[src/rtl/probe_request_ssid_tracker_core_assert.svh]
// Assertion macros for the probe request SSID tracker.
// Each expects clk_i and rst_ni in scope.
`ifndef PROBE_REQUEST_SSID_TRACKER_CORE_ASSERT_SVH
`define PROBE_REQUEST_SSID_TRACKER_CORE_ASSERT_SVH

// Implication checked on every rising clock edge, off during reset.
`define PRST_ASSERT_IMPL(lbl, ante, cons, msg) \
  lbl: assert property (@(posedge clk_i) disable iff (!rst_ni) (ante) |-> (cons)) \
    else $error(msg);

// Implication whose consequent is checked in the cycle after the antecedent.
`define PRST_ASSERT_NEXT(lbl, ante, cons, msg) \
  lbl: assert property (@(posedge clk_i) disable iff (!rst_ni) (ante) |=> (cons)) \
    else $error(msg);

`endif

[src/rtl/prst_ram.sv]
// Simple dual-port RAM, one write and one registered read port
module prst_ram #(
  parameter int unsigned Width = 8,
  parameter int unsigned Depth = 32,
  localparam int unsigned AddrW = (Depth > 1) ? $clog2(Depth) : 1
) (
  input  logic             clk_i,
  input  logic             we_i,
  input  logic [AddrW-1:0] waddr_i,
  input  logic [Width-1:0] wdata_i,
  input  logic [AddrW-1:0] raddr_i,
  output logic [Width-1:0] rdata_o
);
  logic [Width-1:0] mem_q [Depth];

  always_ff @(posedge clk_i) begin
    if (we_i) mem_q[waddr_i] <= wdata_i;
    rdata_o <= mem_q[raddr_i];
  end
endmodule

[config.mk]
export PLATFORM = sky130hd
export DESIGN_NAME = prst_ram
export DESIGN_NICKNAME = d
export VERILOG_FILES = /design/src/rtl/probe_request_ssid_tracker_core_assert.svh /design/src/rtl/prst_ram.sv
export SDC_FILE = /design/constraint.sdc
export NUM_CORES = 1
export LEC_CHECK = 0
export BUFFER_PORTS_ARGS = -buffer_cell sky130_fd_sc_hd__buf_2
export CAP_MARGIN = 10
export CELL_PAD_IN_SITES_DETAIL_PLACEMENT = 0
export CELL_PAD_IN_SITES_GLOBAL_PLACEMENT = 2
export CORE_AREA = 5 5 142 157
export CTS_CLUSTER_SIZE = 28
export DETAILED_ROUTE_END_ITERATION = 7
export DIE_AREA = 0 0 147 162
export PLACE_DENSITY_LB_ADDON = 0.1
export SLEW_MARGIN = 20
export SYNTH_ARGS = -nofsm -noshare
export SYNTH_HDL_FRONTEND = slang
export SYNTH_SLANG_ARGS = --single-unit
[constraint.sdc]
create_clock -name clk_i -period 2.2 [get_ports clk_i]
set_input_delay 0 -clock clk_i [delete_from_list [all_inputs] [get_ports clk_i]]
set_output_delay 0 -clock clk_i [all_outputs]
set_load 0.005 [all_outputs]
==> flow_summary.yaml, run 1 <==
detailed_routing:
  drt_iter0_markers: 394
  routed_wl_um: 21900
  wl_met2_um: 10500
  routed_via_density: 5.87
  wl_met1_um: 9800
  drc_errors: 0
  antenna_left: 0
  firstDrtPassIters: 4
  top_layer: "met4"
  via_count: 4499
  wl_per_cell_um: 28.6
  wl_met3_um: 1290
pwr:
  peakVddDrop_mv: 0.635
  p_total_mw: 10.9
  p_leak_nw: 3.76
  p_per_area_nw_per_um2: 930
critical_path:
  r2r_end: "rdata_o[5]$_DFF_P_"
  rr_startpoint: "mem_q[5][5]$_DFFE_PP_"
  worstSetupEndpointType: "flip-flop"
  worstPathRequired_ns: 2.60
  r2r.worst_path.cells: 3
  reg2reg_setup_slack_ns: 0.38
  critPathKind: "reg2reg"
  crit_arrival_ns: 2.23
  startpoint_type: "flip-flop"
  critPathMaxFanout: 1
clock_network:
  cts_sinks: 264
  insertion_delay_ns: 0.52
  clockRootBuffer: "clkbuf_16"
  cts_tree: "done"
  post-cts-setup-buffers: 0
  cts_made_buffers: 26
  htreeDepth: 1
  path_clk_slew_ns: 0.06
  cts_max_path_buffers: 3
yosys:
  yosysWarningCount: 0
  synth_top_area_share_pct: 76.5
  synth-seq-cells: 264
  synth_nets: 437
  yosys-top-cells-area: "edfxtp_1, mux4_2, dfxtp_1, nor2_1, mux2_2"
  syn_inst: 417
  synth_cell_type_count: 15
  syn-cell-area_sq_um: 10100
  ys_seq_area_share_pct: 78.1
  synth_top_area_cell: "edfxtp_1"
  syn_avg_cell_area_sq_um: 24.1
placed_design:
  place_ws_ns: 0.221
  port_buffers: 27
  dpl_cell_area_sq_um: 10800
  dpl.hpwl_um: 13800
  gp_congestion: 0.747
grt:
  grt-ovfl-total: 0
  grt_pass1_wl_um: 32700
  first_global_vias: 4795
  track_usage_pct: 18.9
  antenna_found_initial: 0
  grt_max_degree: 36
sta:
  min_period_ns: 1.82
  period_share_pct: 82.9
  finClkSkew_ns: 0.0102
  finalHoldViolCount: 0
  finalSetupViolCount: 0
  max_slew_margin_pct: 56.0
  slew_viol_final: 0
  fmax_mhz: 548
  rsz0062_at_grt: "no"
  setup_ws_ns: 0.376
  tns_ns: 0
  worstMarginPinSlew_ns: 0.660
final_layout:
  final_util_pct: 57.3
  num_antenna_cells: 0
  stdcell_area_sq_um: 11700
  layout.nets: 511
  drive_gt1_share_pct: 38.0
  area_growth_pct: 16.4
  fillerInstances: 1478
die:
  start_util_pct: 49.2
  dieArea_sq_um: 23800
  core_sq_um: 20400
  die_width_um: 147
  die_h_um: 162
  rows: 55
  pin_count: 28
outcome:
  status: "finished, final reports clean"
min_path:
  whs_path_depth: 1
  holdPathEnd: "mem_q[17][0]$_DFFE_PP_"
  worstHoldStart: "wdata_i[0]"
  hp-class: "in2reg"
flow_run:
  max-cap-violations: 0
[where the power goes]
group	switching [mW]	leakage, nW	total (mW)	internal [mW]
Clock	1.75	0.452	4.71	2.96
Combinational	0.302	0.935	0.548	0.246
Sequential	0.0312	2.37	5.62	5.59
Total	2.09	3.76	10.9	8.80
[through the flow]
stage | instances | hold WS, ns
2_1_floorplan | 417 | 0.0989
3_3_place_gp | 718 | 0.427
3_5_place_dp | 718 | 0.422
4_1_cts | 766 | 0.0227
5_1_grt | 766 | 0.0450
6_report | 766 | 0.0158
[kinds of logic after synthesis]
group / after synthesis / share of synthesized area, %
flip-flops: 264 / 78.1
buffers and inverters: 20 / 1.06
AND/OR/NAND/NOR: 45 / 2.07
multiplexers: 88 / 18.8
[area by class of cell]
class | count | area, sq um | area share [%]
flip-flops and latches | 264 | 7850 | 67.1
multi-input cells | 133 | 2100 | 17.9
clock buffers | 38 | 757 | 6.47
repair buffers | 66 | 508 | 4.34
well taps | 256 | 320 | 2.74
clock inverters | 9 | 171 | 1.46
[worst max path at each step]
stage                            from                  to  slack, ns  cells past startpoint
3_3_place_gp               raddr_i[0]  rdata_o[1]$_DFF_P_       0.23                      5
6_report        mem_q[5][5]$_DFFE_PP_  rdata_o[5]$_DFF_P_       0.38                      3
3_5_place_dp               raddr_i[0]  rdata_o[1]$_DFF_P_       0.22                      5
2_1_floorplan              raddr_i[2]  rdata_o[0]$_DFF_P_       0.40                      5
5_1_grt        mem_q[14][1]$_DFFE_PP_  rdata_o[1]$_DFF_P_       0.33                      3
4_1_cts        mem_q[14][1]$_DFFE_PP_  rdata_o[1]$_DFF_P_       0.35                      3
[sequential cells by signal, summed over array words and instances, names as in the netlist]
register,count
mem_q,256
rdata_o,8
[worst max-delay path: stages, from the launching register on]
cell and delay (ns):
edfxtp_1 0.36, mux4_2 0.53, mux4_2 0.53, mux2_2 0.29
[cell usage in the layout, fill, tap and decap left out, types with 2 or more instances in the layout]
cell	count
mux2_2	8
edfxtp_1	256
buf_4	33
bufinv_16	5
nand3_1	2
nor2_1	33
buf_12	6
buf_2	26
nand3b_1	5
mux4_2	80
dfxtp_1	8
clkbuf_8	4
clkinv_1	2
clkbuf_1	7
or3b_2	3
clkbuf_16	27
[per-layer routing]
metal  track usage [%]  vias up
met2              29.6      134
met1              29.1     2429
met5                 0        -
met4              3.73        0
li1                  -     1918
met3              2.93       18
[cell usage after synthesis]
library cell  count
mux4_2           80
buf_6             1
buf_1             6
or3_1             1
edfxtp_1        256
buf_4             6
dfxtp_1           8
clkbuf_1          6
nand3b_1          5
nand2_1           1
nand3_1           2
or3b_2            3
buf_2             1
nor2_1           33
mux2_2            8
[what timing repair did]
| item | in CTS | in global routing |
|---|---|---|
| hold buffers | 1 | 0 |
| gates resized for setup | 0 | 0 |
| hold endpoints to repair | 8 | 0 |
(Power assumes the default switching activity.)
==> run 2, diff against run 1 <==
Settings changed: ABC_AREA set to 1, CORE_AREA 5 5 142 157 to 5 5 165 183, DIE_AREA 0 0 147 162 to 0 0 170 188.
Clock period 2.2 ns to 1.49 ns, I/O delays scaled along.
==> run 2 against run 1 <==
Effect of this change: sequential power grew 48%; core utilization shrank 13 points; count of clock-buffer cells in the layout is 8 lower; via count increased by 52%; clock skew is 0.0046 ns higher.
==> flow_summary.yaml, run 2 <==
outcome:
  status: "finished, final reports clean"
final_layout:
  most-common-layout-cells: "nand2_1, edfxtp_1, nand3_1, buf_4, nor2_1"
  fillerInstances: 2630
  final_util_pct: 44.7
  stdcell_area_sq_um: 12600
  instances_no_fill: 1384
  reg.largest.list: "mem_q (256), rdata_o (8)"
  layout_commonest_cell: "nand2_1"
  drive_gt1_share_pct: 13.9
  layout.nets: 1014
  largest_register: "mem_q"
  area_growth_pct: 17.1
  num_antenna_cells: 0
  largest_reg_flops: 256
sta:
  setup_ws_ns: 0.247
  period_share_pct: 83.4
  max_slew_margin_pct: 70.4
  hold-worst-slack_ns: 0.00486
  tns_ns: 0
  finalHoldViolCount: 0
  rsz0062_at_grt: "no"
  slew_viol_final: 0
  fmax_mhz: 804
  min_period_ns: 1.24
  finalSetupViolCount: 0
  worstMarginPinSlew_ns: 0.443
  finClkSkew_ns: 0.0148
placed_design:
  dpl.hpwl_um: 17900
  gp_congestion: 0.819
  dpl_cell_area_sq_um: 11600
  port_buffers: 27
  place_inst: 1329
  place_ws_ns: 0.0636
detailed_routing:
  drc_errors: 0
  drt_iter0_markers: 477
  wl_per_cell_um: 20.4
  routed_via_density: 4.95
  via_count: 6851
  routed_wl_um: 28200
  antenna_left: 0
  firstDrtPassIters: 5
critical_path:
  worstSetupEndpoint: "rdata_o[3]$_DFF_P_"
  path_cells: "nand2_1 -> nand3_1 -> nand3_1 -> nand2_1 -> nand2_1 -> nand2_1 -> nand2_1 -> nand2_1"
  critPathMaxFanout: 1
  rr_startpoint: "mem_q[28][3]$_DFFE_PP_"
  crit_arrival_ns: 1.67
  worstSetupPathDepth: 8
  startpoint: "mem_q[28][3]$_DFFE_PP_"
  critPathMaxStageDelay_ns: 0.37
  worstSetupEndpointType: "flip-flop"
  r2r_end: "rdata_o[3]$_DFF_P_"
  cp_num_buf_inv: 0
  r2r.worst_path.cells: 8
  critical_path.top_delay_family: "simple AND/OR/NAND/NOR gates"
  crit_top_cell: "nand2_1"
  startpoint_type: "flip-flop"
  worstPathRequired_ns: 1.92
  reg2reg_setup_slack_ns: 0.25
  critPathKind: "reg2reg"
  cp_slowest_cell: "edfxtp_1"
flow_run:
  max-cap-violations: 0
yosys:
  async_flop_share_pct: 0
  syn_avg_cell_area_sq_um: 11.7
  yosys-top-cells-area: "edfxtp_1, nand2_1, nand3_1, buf_6, dfxtp_1"
  syn_inst: 922
  synth-seq-cells: 264
  ys_seq_area_share_pct: 72.8
  yosysWarningCount: 0
  synth_nets: 942
  yosysMostFrequentCell: "nand2_1"
  synth_top_area_share_pct: 71.3
  synth_top_area_cell: "edfxtp_1"
  synth_cell_type_count: 12
  synth_edf_count: 256
  syn-cell-area_sq_um: 10800
  synth_common_cells: "nand2_1, edfxtp_1, nand3_1"
  synth_ff_type: "edfxtp_1"
die:
  die_h_um: 188
  pin_count: 28
  dieArea_sq_um: 32000
  start_util_pct: 38.2
  rows: 65
  core_sq_um: 28200
  die_width_um: 170
grt:
  grt_pass1_wl_um: 42700
  met2_usage_pct: 28.5
  grt_util_met3_pct: 2.09
  grt.busiest_layer: "met2"
  antenna_found_initial: 0
  grt_max_degree: 61
  first_global_vias: 6810
  track_usage_pct: 17.7
  grt_use_met1_pct: 25.8
  grt-ovfl-total: 0
min_path:
  worstHoldStart: "wdata_i[6]"
  hp-class: "in2reg"
pwr:
  p_per_area_nw_per_um2: 1350
  p_leak_nw: 4.74
  peakVddDrop_mv: 0.894
  p_total_mw: 17.0
clock_network:
  cts_sinks: 264
  cts_max_path_buffers: 3
  cts_tree: "done"
  insertion_delay_ns: 0.55
  htreeDepth: 1
  cts_made_buffers: 29
  path_clk_slew_ns: 0.06
  ctsResizeCount: 0
  clockRootBuffer: "clkbuf_16"
==> run 2: logic make-up after synthesis <==
family                 Yosys count  share of synthesized area [%]
flip-flops                     264                           72.8
buffers and inverters           62                           4.14
AND/OR/NAND/NOR                596                           23.1
==> run 2: worst min path at each step <==
| stage | endpoint | slack, ns | cells past startpoint |
|---|---|---|---|
| finish | mem_q[29][6]$_DFFE_PP_ | 0.005 | 2 |
| global placement | rdata_o[6]$_DFF_P_ | 0.37 | 3 |
| floorplan | mem_q[0][0]$_DFFE_PP_ | 0.1 | 0 |
| global route | mem_q[29][6]$_DFFE_PP_ | 0.02 | 2 |
| CTS | mem_q[28][6]$_DFFE_PP_ | 0.0004 | 2 |
| detailed placement | rdata_o[6]$_DFF_P_ | 0.37 | 3 |
==> run 2: layout make-up <==
| type | instances | area (sq um) | area share, % |
|---|---|---|---|
| Sequential cell | 264 | 7850 | 62.1 |
| Clock inverter | 23 | 308 | 2.44 |
| Clock buffer | 30 | 729 | 5.78 |
| Inverter | 10 | 38.8 | 0.307 |
| Timing Repair Buffer | 93 | 751 | 5.95 |
| Tap cell | 368 | 460 | 3.65 |
| Multi-Input combinational cell | 596 | 2490 | 19.7 |
==> run 2: worst register-to-register path: stages, from the launching register on <==
cell	delay, ns
edfxtp_1	0.37
nand2_1	0.08
nand3_1	0.07
nand3_1	0.13
nand2_1	0.12
nand2_1	0.13
nand2_1	0.09
nand2_1	0.06
nand2_1	0.06
==> run 2: what timing repair did <==
| action | CTS | global route |
|---|---|---|
| buffers inserted | 0 | 0 |
| hold buffers | 2 | 0 |
| hold endpoints to repair | 24 | 0 |
==> run 2: where the power goes <==
group / total [mW] / internal (mW) / switching (mW)
clock network: 7.69 / 4.77 / 2.92
logic: 1.06 / 0.317 / 0.744
registers: 8.29 / 8.25 / 0.0366
total: 17.0 / 13.3 / 3.70
==> run 2: routing by layer <==
layer	routed length [um]	vias up	part of all wire, %
li1	-	3348	-
met1	13100	3339	46
met2	13400	129	48
met3	1110	35	3.9
met4	546	0	1.9
met5	0	-	0
